$ cat config.mk
export PLATFORM = sky130hd
export DESIGN_NAME = hex_dump_text_parser_top_flat
export DESIGN_NICKNAME = d
export VERILOG_FILES = /design/src/rtl/core/hdtp_pkg.sv /design/src/rtl/core/hdtp_in_if.sv /design/src/rtl/core/hdtp_out_if.sv /design/src/rtl/core/hex_dump_text_parser_top.sv /design/src/flat_wrapper.sv
export SDC_FILE = /design/constraint.sdc
export NUM_CORES = 1
export LEC_CHECK = 0
export ABC_AREA = 1
export ABC_CLOCK_PERIOD_IN_PS = 3200
export BUFFER_PORTS_ARGS = -buffer_cell sky130_fd_sc_hd__buf_2
export CORE_MARGIN = 2
export CORE_UTILIZATION = 39
export CTS_CLUSTER_DIAMETER = 150
export DETAILED_ROUTE_END_ITERATION = 10
export PLACE_DENSITY_LB_ADDON = 0.15
export SKIP_LAST_GASP = 1
export SLEW_MARGIN = 20
export SYNTH_ARGS = -nofsm -noshare
export SYNTH_HDL_FRONTEND = slang
export SYNTH_SLANG_ARGS = --single-unit
export TNS_END_PERCENT = 1
$ cat constraint.sdc
create_clock -name clk_i -period 3.2 [get_ports clk_i]
set_clock_uncertainty 0.1 [all_clocks]
set_input_delay 0.32 -clock clk_i [delete_from_list [all_inputs] [get_ports clk_i]]
set_output_delay 0.32 -clock clk_i [all_outputs]
set_load 0.005 [all_outputs]
$ cat src/rtl/core/hdtp_pkg.sv
// shared constants and character helpers for the hex dump text parser
`timescale 1ns / 1ps

package hdtp_pkg;

  localparam int unsigned CH_W      = 8;
  localparam int unsigned BYTE_W    = 8;
  localparam int unsigned ADDR_W    = 64;
  localparam int unsigned DCNT_W    = 5;
  localparam int unsigned RCNT_W    = 4;
  localparam int unsigned BSEL_W    = 3;

  localparam logic [DCNT_W-1:0] MAX_DIGITS = 5'd16;

  localparam logic [CH_W-1:0] CHAR_CR    = 8'h0D;
  localparam logic [CH_W-1:0] CHAR_LF    = 8'h0A;
  localparam logic [CH_W-1:0] CHAR_DASH  = 8'h2D;
  localparam logic [CH_W-1:0] CHAR_SPACE = 8'h20;

  localparam logic KIND_DATA = 1'b0;
  localparam logic KIND_ADDR = 1'b1;

  function automatic logic hex_valid(input logic [CH_W-1:0] c);
    logic ok;
    ok = (c inside {[8'h30:8'h39], [8'h41:8'h46], [8'h61:8'h66]});
    return ok;
  endfunction

  function automatic logic [3:0] hex_val(input logic [CH_W-1:0] c);
    logic [3:0] v;
    v = 4'd0;
    case (c) inside
      [8'h30:8'h39]: v = c[3:0];
      [8'h41:8'h46],
      [8'h61:8'h66]: v = c[3:0] + 4'd9;
      default:       v = 4'd0;
    endcase
    return v;
  endfunction

  function automatic logic is_white(input logic [CH_W-1:0] c);
    logic w;
    w = (c inside {CHAR_SPACE, [8'h09:8'h0D]});
    return w;
  endfunction

endpackage

$ cat src/rtl/core/hdtp_in_if.sv
// input character channel
`timescale 1ns / 1ps

interface hdtp_in_if import hdtp_pkg::*; ();
  logic            valid;
  logic            ready;
  logic [CH_W-1:0] ch;
  logic            end_of_input;

  modport source (output valid, output ch, output end_of_input, input ready);
  modport sink   (input valid, input ch, input end_of_input, output ready);
endinterface

$ cat src/rtl/core/hdtp_out_if.sv
// result channel
`timescale 1ns / 1ps

interface hdtp_out_if import hdtp_pkg::*; ();
  logic              valid;
  logic              ready;
  logic              kind;
  logic [BYTE_W-1:0] data_byte;
  logic [ADDR_W-1:0] target_address;
  logic              run_last;

  modport source (output valid, output kind, output data_byte, output target_address,
                  output run_last, input ready);
  modport sink   (input valid, input kind, input data_byte, input target_address,
                  input run_last, output ready);
endinterface

$ cat src/rtl/core/hex_dump_text_parser_top.sv
// hex dump text parser: line/token decode and result sequencer
//
//  channel   dir  handshake     payload
//  in_i      in   valid/ready   ch, end_of_input
//  out_o     out  valid/ready   kind, data_byte, target_address, run_last
//  cfg       in   cfg_we_i      cfg_wdata_i (use_address)
//
// one character is decoded per cycle while no earlier result beats are pending;
// a character that closes a token loads a result register that hands out one
// beat per cycle while out_o is ready (up to 8 data bytes or one address), and
// the next character is taken in the cycle the last beat leaves.
// async active-low reset returns to line start with use_address cleared.
`timescale 1ns / 1ps

module hex_dump_text_parser_top import hdtp_pkg::*; #(
  parameter int unsigned LINE_CHARS = 511
) (
  input  logic             clk_i,
  input  logic             rst_ni,
  input  logic             cfg_we_i,
  input  logic             cfg_wdata_i,
  hdtp_in_if.sink          in_i,
  hdtp_out_if.source       out_o
);

  localparam int unsigned POS_W = $clog2(LINE_CHARS + 1);

  typedef enum logic [2:0] {
    PH_LINE_START,
    PH_TOKEN,
    PH_ADDR_SKIP,
    PH_EXPECT,
    PH_SKIP,
    PH_STOP
  } phase_e;

  phase_e              phase_q, phase_d, ph_take;
  logic [ADDR_W-1:0]   tv_q, tv_d, tv_a;
  logic [DCNT_W-1:0]   dc_q, dc_d, dc_a, dc_inc;
  logic                first_q, first_d;
  logic [POS_W-1:0]    pos_q, pos_d, pos_inc;
  logic                after_cr_q, after_cr_d;
  logic                use_addr_q;

  logic [RCNT_W-1:0]   cnt_q;
  logic                kind_q;
  logic [ADDR_W-1:0]   val_q;

  logic                hex_ok, white, sep, nl, swallow, active;
  logic                end_take, flush, tok_end, line_end, is_addr;
  logic [3:0]          hex_d;
  logic [RCNT_W-1:0]   emit_cnt;
  logic [BSEL_W-1:0]   bsel;
  logic                in_fire, out_fire;

  // character decode and next state
  always_comb begin
    hex_ok   = hex_valid(in_i.ch);
    hex_d    = hex_val(in_i.ch);
    white    = is_white(in_i.ch);
    sep      = white || (in_i.ch == CHAR_DASH);
    nl       = (in_i.ch == CHAR_CR) || (in_i.ch == CHAR_LF);
    swallow  = after_cr_q && (in_i.ch == CHAR_LF);
    active   = !swallow && (phase_q != PH_STOP);
    ph_take  = phase_q;
    tv_a     = tv_q;
    dc_a     = dc_q;
    dc_inc   = (dc_q == MAX_DIGITS) ? MAX_DIGITS : dc_q + 5'd1;
    end_take = 1'b0;
    if (active) begin
      case (phase_q)
        PH_LINE_START: begin
          if (hex_ok) begin
            tv_a    = {{(ADDR_W-4){1'b0}}, hex_d};
            dc_a    = 5'd1;
            ph_take = PH_TOKEN;
          end else begin
            ph_take = PH_STOP;
          end
        end
        PH_TOKEN: begin
          if (hex_ok) begin
            tv_a = {tv_q[ADDR_W-5:0], hex_d};
            dc_a = dc_inc;
          end else begin
            end_take = 1'b1;
            ph_take  = PH_SKIP;
          end
        end
        PH_ADDR_SKIP, PH_EXPECT: begin
          if (hex_ok) begin
            tv_a    = {{(ADDR_W-4){1'b0}}, hex_d};
            dc_a    = 5'd1;
            ph_take = PH_TOKEN;
          end else if (!white || (phase_q == PH_EXPECT)) begin
            ph_take = PH_SKIP;
          end
        end
        default: ;
      endcase
    end

    is_addr = first_q && (dc_a > 5'd2);
    if (end_take && sep) begin
      ph_take = is_addr ? PH_ADDR_SKIP : PH_EXPECT;
    end

    pos_inc  = pos_q + POS_W'(1);
    line_end = (active && (nl || (pos_inc >= POS_W'(LINE_CHARS)))) || in_i.end_of_input;
    flush    = line_end && (ph_take == PH_TOKEN);
    tok_end  = end_take || flush;

    emit_cnt = '0;
    if (tok_end) begin
      emit_cnt = is_addr ? {{(RCNT_W-1){1'b0}}, use_addr_q} : RCNT_W'((dc_a + 5'd1) >> 1);
    end

    phase_d    = line_end ? ((ph_take == PH_STOP) ? PH_STOP : PH_LINE_START) : ph_take;
    tv_d       = (line_end || tok_end) ? '0 : tv_a;
    dc_d       = (line_end || tok_end) ? '0 : dc_a;
    first_d    = line_end ? 1'b1 : (tok_end ? 1'b0 : first_q);
    pos_d      = line_end ? '0 : (active ? pos_inc : pos_q);
    after_cr_d = !in_i.end_of_input && !swallow && (in_i.ch == CHAR_CR);
  end

  // handshakes
  assign in_i.ready = (cnt_q == '0) || ((cnt_q == RCNT_W'(1)) && out_o.ready);
  assign in_fire    = in_i.valid && in_i.ready;
  assign out_fire   = out_o.valid && out_o.ready;

  // result beats, high byte first
  assign bsel                 = BSEL_W'(cnt_q - RCNT_W'(1));
  assign out_o.valid          = (cnt_q != '0);
  assign out_o.kind           = kind_q;
  assign out_o.data_byte      = (kind_q == KIND_ADDR) ? '0 : val_q[bsel*BYTE_W +: BYTE_W];
  assign out_o.target_address = (kind_q == KIND_ADDR) ? val_q : '0;
  assign out_o.run_last       = (cnt_q == RCNT_W'(1));

  always_ff @(posedge clk_i or negedge rst_ni) begin
    if (!rst_ni) begin
      phase_q    <= PH_LINE_START;
      tv_q       <= '0;
      dc_q       <= '0;
      first_q    <= 1'b1;
      pos_q      <= '0;
      after_cr_q <= 1'b0;
      use_addr_q <= 1'b0;
      cnt_q      <= '0;
      kind_q     <= KIND_DATA;
      val_q      <= '0;
    end else begin
      if (cfg_we_i) begin
        use_addr_q <= cfg_wdata_i;
      end
      if (in_fire) begin
        phase_q    <= phase_d;
        tv_q       <= tv_d;
        dc_q       <= dc_d;
        first_q    <= first_d;
        pos_q      <= pos_d;
        after_cr_q <= after_cr_d;
        cnt_q      <= emit_cnt;
        kind_q     <= is_addr;
        val_q      <= tv_a;
      end else if (out_fire) begin
        cnt_q <= cnt_q - RCNT_W'(1);
      end
    end
  end

endmodule

$ cat src/flat_wrapper.sv
// flat-port wrapper written by rule: the top's interface ports become plain ports
module hex_dump_text_parser_top_flat import hdtp_pkg::*;
#(
  parameter int unsigned LINE_CHARS = 511
)
  (clk_i, rst_ni, cfg_we_i, cfg_wdata_i, in_i_valid, in_i_ch, in_i_end_of_input, in_i_ready, out_o_valid, out_o_kind, out_o_data_byte, out_o_target_address, out_o_run_last, out_o_ready);
  hdtp_in_if in_i_i ();
  hdtp_out_if out_o_i ();
  input  logic clk_i;
  input  logic rst_ni;
  input  logic cfg_we_i;
  input  logic cfg_wdata_i;
  input wire logic [$bits(in_i_i.valid)-1:0] in_i_valid;
  input wire logic [$bits(in_i_i.ch)-1:0] in_i_ch;
  input wire logic [$bits(in_i_i.end_of_input)-1:0] in_i_end_of_input;
  output wire logic [$bits(in_i_i.ready)-1:0] in_i_ready;
  output wire logic [$bits(out_o_i.valid)-1:0] out_o_valid;
  output wire logic [$bits(out_o_i.kind)-1:0] out_o_kind;
  output wire logic [$bits(out_o_i.data_byte)-1:0] out_o_data_byte;
  output wire logic [$bits(out_o_i.target_address)-1:0] out_o_target_address;
  output wire logic [$bits(out_o_i.run_last)-1:0] out_o_run_last;
  input wire logic [$bits(out_o_i.ready)-1:0] out_o_ready;
  assign in_i_i.valid = in_i_valid;
  assign in_i_i.ch = in_i_ch;
  assign in_i_i.end_of_input = in_i_end_of_input;
  assign in_i_ready = in_i_i.ready;
  assign out_o_valid = out_o_i.valid;
  assign out_o_kind = out_o_i.kind;
  assign out_o_data_byte = out_o_i.data_byte;
  assign out_o_target_address = out_o_i.target_address;
  assign out_o_run_last = out_o_i.run_last;
  assign out_o_i.ready = out_o_ready;
  hex_dump_text_parser_top #(.LINE_CHARS(LINE_CHARS)) u_core (.clk_i(clk_i), .rst_ni(rst_ni), .cfg_we_i(cfg_we_i), .cfg_wdata_i(cfg_wdata_i), .in_i(in_i_i), .out_o(out_o_i));
endmodule
**After elaboration in Yosys (flattened, before gate mapping)**

Cells that the tools add are included.

- Flip-flop bits (word level): 153
- Bits of input ports: 15
- Output and inout bits: 76
- Word-level logic and storage cells: 113

- Add/sub/neg operators: 5
- Order comparisons: 10
- Equal/unequal tests: 12
- Shift-type cells: 1
- Muxes and demuxes: 36
- Reduce and logical (&&, ||, !) cells: 39

Operators by type and width:

| cell | count |
|---|---|
| 64-bit two-way mux | 5 |
| 64-bit case mux with 2 select lines | 1 |
| 64-bit by 7-bit indexed part select with 8-bit output | 1 |
| 5-bit two-way mux | 5 |
| 3-bit two-way mux | 8 |
| 4-bit two-way mux | 6 |
| 9-bit two-way mux | 2 |
| 8-bit by 4-bit == test with 1-bit output (second input constant) | 2 |
| 8-bit by 6-bit == test with 1-bit output (second input constant) | 2 |
| 8-bit by 7-bit >= comparator with 1-bit output (second input constant) | 2 |
| 8-bit by 7-bit less-or-equal comparator with 1-bit output (second input constant) | 2 |
| 1-bit logical AND | 15 |
| 5-bit by 1-bit adder with 5-bit output (second input constant) | 2 |
| 5-bit case mux with 2 select lines | 1 |
| 9-bit by 1-bit adder with 9-bit output (second input constant) | 1 |
| 9-bit >= comparator (second input constant) | 1 |
| 3-bit case mux with 3 select lines | 1 |
| 8-bit by 4-bit >= comparator with 1-bit output (second input constant) | 1 |
| 8-bit by 6-bit >= comparator with 1-bit output (second input constant) | 1 |
| 8-bit by 4-bit less-or-equal comparator with 1-bit output (second input constant) | 1 |
| 8-bit by 6-bit less-or-equal comparator with 1-bit output (second input constant) | 1 |
| 1-bit logical OR | 8 |
| 8-bit two-way mux | 1 |
| 2-bit nonzero test | 4 |
| 18 further kinds | 29 |

**Longest topological paths before layout**

- Word-level depth: 15
- Mapped depth: 18
- Depth with buffers taken out: 18

**Least setup slack after synthesis**

OpenSTA, ideal clock, no wires.

- Path type: reg-to-output
- Start point: reg u_core.cnt_q[0]
- End point: out out_o_data_byte[6]
- Data arrival time: 2378 ps
- Required time: 2780 ps
- Slack: 402 ps
- Cell stages (with the launch flop): 13
- Path through: dfrtp_1 -> clkbuf_1 -> clkinv_1 -> clkbuf_1 -> ha_1 -> clkbuf_1 -> clkinv_1 -> clkbuf_1 -> a21oi_1 -> o21ai_0 -> nand3_1 -> nand2_1 -> a31oi_1

- Cells in the longest elaborated chain, start to end: 3

Ends and longest elaborated chain:

| element | line | source |
|---|---|---|
| start, declared | hex_dump_text_parser_top.sv:45 | `logic [RCNT_W-1:0] cnt_q;` |
| start signal, assigned | hex_dump_text_parser_top.sv:162 | `cnt_q <= emit_cnt;` |
| start signal, assigned | hex_dump_text_parser_top.sv:166 | `cnt_q <= cnt_q - RCNT_W'(1);` |
| 4-bit by 1-bit subtractor with 4-bit output | hex_dump_text_parser_top.sv:132 | `assign bsel = BSEL_W'(cnt_q - RCNT_W'(1));` |
| 64-bit by 7-bit indexed part select with 8-bit output | hex_dump_text_parser_top.sv:135 | `assign out_o.data_byte = (kind_q == KIND_ADDR) ? '0 : val_q[bsel*BYTE_W +: BYTE_W];` |
| 8-bit two-way mux | hex_dump_text_parser_top.sv:135 |  |
| end, declared | flat_wrapper.sv:19 | `output wire logic [$bits(out_o_i.data_byte)-1:0] out_o_data_byte;` |

No other way between the ends.

**Worst setup path after layout**

- Start point: reg u_core.cnt_q[0]
- End point: out out_o_data_byte[7]

Same word-level chain as after synthesis.

==> flow_summary.yaml <==
setup_path:
  crit_required_ns: 2.78
  crit_type: "flop to output port"
  slowest_stage: "ha_1"
  critPathBufInv: 3
  path_max_fanout: 10
  critical_path_arrival_ns: 2.61
  startpoint_type: "flop"
  path_cells: "clkinv_1 > ha_1 > clkinv_1 > a21oi_1 > o21ai_0 > nand3_1 > nand2_1 > a31oi_1 > buf_2"
  cp-end-kind: "output port"
  crit_family: "compound AO/OA/AOI/OAI gates"
  cp_common_cell: "clkinv_1"
  cp_slowest_stage_delay_ns: 0.39
finish:
  post-route-util_pct: 45.7
  final_common_cell: "nand2_1"
  num-nets-final: 1220
  area_delta_synth_final_pct: 15.4
  drive_above_1_share_pct: 21.6
  num_antenna_cells: 0
  layout_common_cells: "nand2_1, dfrtp_1, inv_1"
  final_cells: 1488
  num-fill-cells: 2251
routing:
  wl_met3_um: 978
  wl_per_cell_um: 16.7
  vias_per_cell: 5.26
  vias: 7832
  drt_iter0_drc: 620
  drtPass1Iterations: 5
  route.met2.wl_um: 11200
  drc: 0
  top_layer: "met4"
  wl_met1_um: 12000
  antenna_left: 0
  finalWirelength_um: 24800
timing:
  finalCritPeriodShare_pct: 94.8
  setup_viol: 0
  rsz0062_at_grt: "no"
  finalHoldViolations: 0
  setup_slack_ns: 0.165
  final_max_slew_viol_count: 0
  worst_pin_slew_ns: 0.658
  slew_headroom_pct: 56.1
  period_needed_ns: 3.03
  finalSetupTns_ns: 0
  fmax_mhz: 330
  holdWs_ns: 0.119
global_route:
  overflow: 0
  grt_pass1_wl_um: 40700
  antenna_found_initial: 0
  grt_pass1_vias: 7462
  grt_max_degree: 110
  grtUsageTotal_pct: 21.4
yosys:
  synth_edf_count: 0
  syn_nets: 1152
  synth_area_sq_um: 8910
  syn_area_per_cell_sq_um: 7.93
  synth-async-reset-ratio_pct: 100
  synth_cell_types: 45
  synth-main-ff-cell: "dfrtp_1"
  synthCells: 1123
  synth_seq_area_share_pct: 43.0
  synth-seq-cells: 153
  ys_warn_count: 0
placement:
  dp.cells: 1454
  dpl.hpwl_um: 16700
  portBuffers: 90
  pre_cts_slack_ns: 0.466
  place_congestion: 0.893
power_and_ir_drop:
  leakage_nw: 5.40
  p_per_area_nw_per_um2: 723
  irDropWorstVdd_mv: 0.441
die:
  initial_core_util_pct: 39.6
  dieHeight_um: 155
  io_pins: 91
  fp.dieW_um: 155
  rows: 55
  core_area_sq_um: 22500
  dieArea_sq_um: 24100
clock_network:
  h-tree-depth: 4
  cts_sinks: 153
  cts_made_buffers: 17
  cts_tree: "yes"
  clock_latency_ns: 0.43
  clk_pin_slew_ns: 0.07
  postCtsSetupBuffers: 0
  cts.path.max_buffers: 2
  root_buffer: "clkbuf_16"
outcome:
  outcome: "complete, no violations"
job:
  cap_viol_max_count: 0
worst_hold_path:
  hp-class: "primary input to flop"
[power breakdown]
| group | leakage (nW) | internal (W) | switching (W) | total (W) |
|---|---|---|---|---|
| combinational | 3.04 | 0.000873 | 0.00170 | 0.00257 |
| clock | 0.311 | 0.00139 | 0.000873 | 0.00226 |
| sequential | 2.06 | 0.00229 | 0.000319 | 0.00260 |
| total | 5.40 | 0.00455 | 0.00289 | 0.00743 |
[metrics by stage]
stage / total power, W / area [sq um]
floorplan: 0.00420 / 8910
global placement: 0.00518 / 9600
detailed placement: 0.00519 / 9600
CTS: 0.00747 / 10300
global route: 0.00792 / 10300
finish: 0.00743 / 10300
[Yosys cell counts, types with 5 or more instances]
| cell | instances | share of area [%] |
|---|---|---|
| nand3_2 | 6 | 0.67 |
| nand4_1 | 6 | 0.42 |
| nor3_1 | 5 | 0.28 |
| inv_2 | 10 | 0.42 |
| a21oi_2 | 61 | 6.0 |
| a21oi_1 | 42 | 2.4 |
| dfrtp_1 | 152 | 43 |
| nand2_1 | 339 | 14 |
| clkbuf_1 | 29 | 1.2 |
| nor2_2 | 6 | 0.42 |
| buf_2 | 19 | 1.1 |
| ha_1 | 14 | 2.0 |
| a31oi_1 | 9 | 0.63 |
| buf_6 | 9 | 1.1 |
| o21ai_0 | 80 | 4.5 |
| o22ai_1 | 8 | 0.56 |
| nand2_2 | 10 | 0.70 |
| inv_1 | 141 | 5.9 |
| nand3_1 | 36 | 2.0 |
| o21ai_1 | 16 | 0.90 |
| a32o_1 | 51 | 5.7 |
| nor2_1 | 25 | 1.1 |
| nand2_4 | 6 | 0.76 |
[worst register-to-register path, cell delays in order (launching register included)]
cell and delay (ns):
dfrtp_1 0.35, buf_4 0.36, ha_1 0.21, nor3b_2 0.19
nand2_1 0.07, nand2_1 0.11, nand2_4 0.07, clkinv_2 0.21
nand2_4 0.11, inv_4 0.29, buf_12 0.28, a21oi_2 0.07
[registers in the layout, indices dropped and copies added (netlist names)]
name and flops:
u_core.val_q 64, u_core.tv_q 64, u_core.first_q 1, u_core.phase_q 3
u_core.cnt_q 4, u_core.use_addr_q 1, u_core.after_cr_q 1, u_core.pos_q 9
u_core.dc_q 5, u_core.out_o.kind 1
[path summary, 6_finish.rpt]
kind,startpoint,to,slack [ns],cells after the start
max,u_core.cnt_q[0],out_o_data_byte[7],0.17,9
min,in_i_end_of_input,u_core.after_cr_q,0.12,4
max reg2reg,u_core.cnt_q[0],u_core.tv_q[34],0.64,11
min reg2reg,u_core.val_q[28],u_core.val_q[28],0.41,2
max in group asynchronous,rst_ni,u_core.tv_q[58],1.92,3
min in group asynchronous,rst_ni,u_core.tv_q[19],0.33,2
[layer usage]
layer	global-route usage [%]	up-vias
met4	7.32	0
met5	0	-
met1	31.4	3793
li1	-	3811
met3	3.06	36
met2	32.6	192
[kinds of logic (layout without fill, tap and decap cells)]
kind of cell,count (synthesis),count (layout),share of synthesized area (%)
xor+xnor,8,8,0.871
buf+inv,221,301,10.5
fa+ha+maj,14,14,1.97
compound gates,276,276,21.6
flops,153,153,43.0
simple gates,451,451,22.1
[what timing repair did]
item / 4_1_cts / 5_1_grt
endpoints found under the hold margin: 51 / 0
setup endpoints to repair: 0 / 4
resized for setup: 0 / 1
hold buffers: 3 / 0
[area by class of cell]
cell class                 count  area (sq um)  share of cell area, %
multi-input combinational    749          4160                   40.4
tap                          285           357                   3.47
inverter                     156           589                   5.73
timing repair buffer         114           707                   6.87
clock inverter                14           219                   2.13
sequential                   153          3830                   37.3
clock buffer                  17           425                   4.14
(Power assumes the default switching activity.)
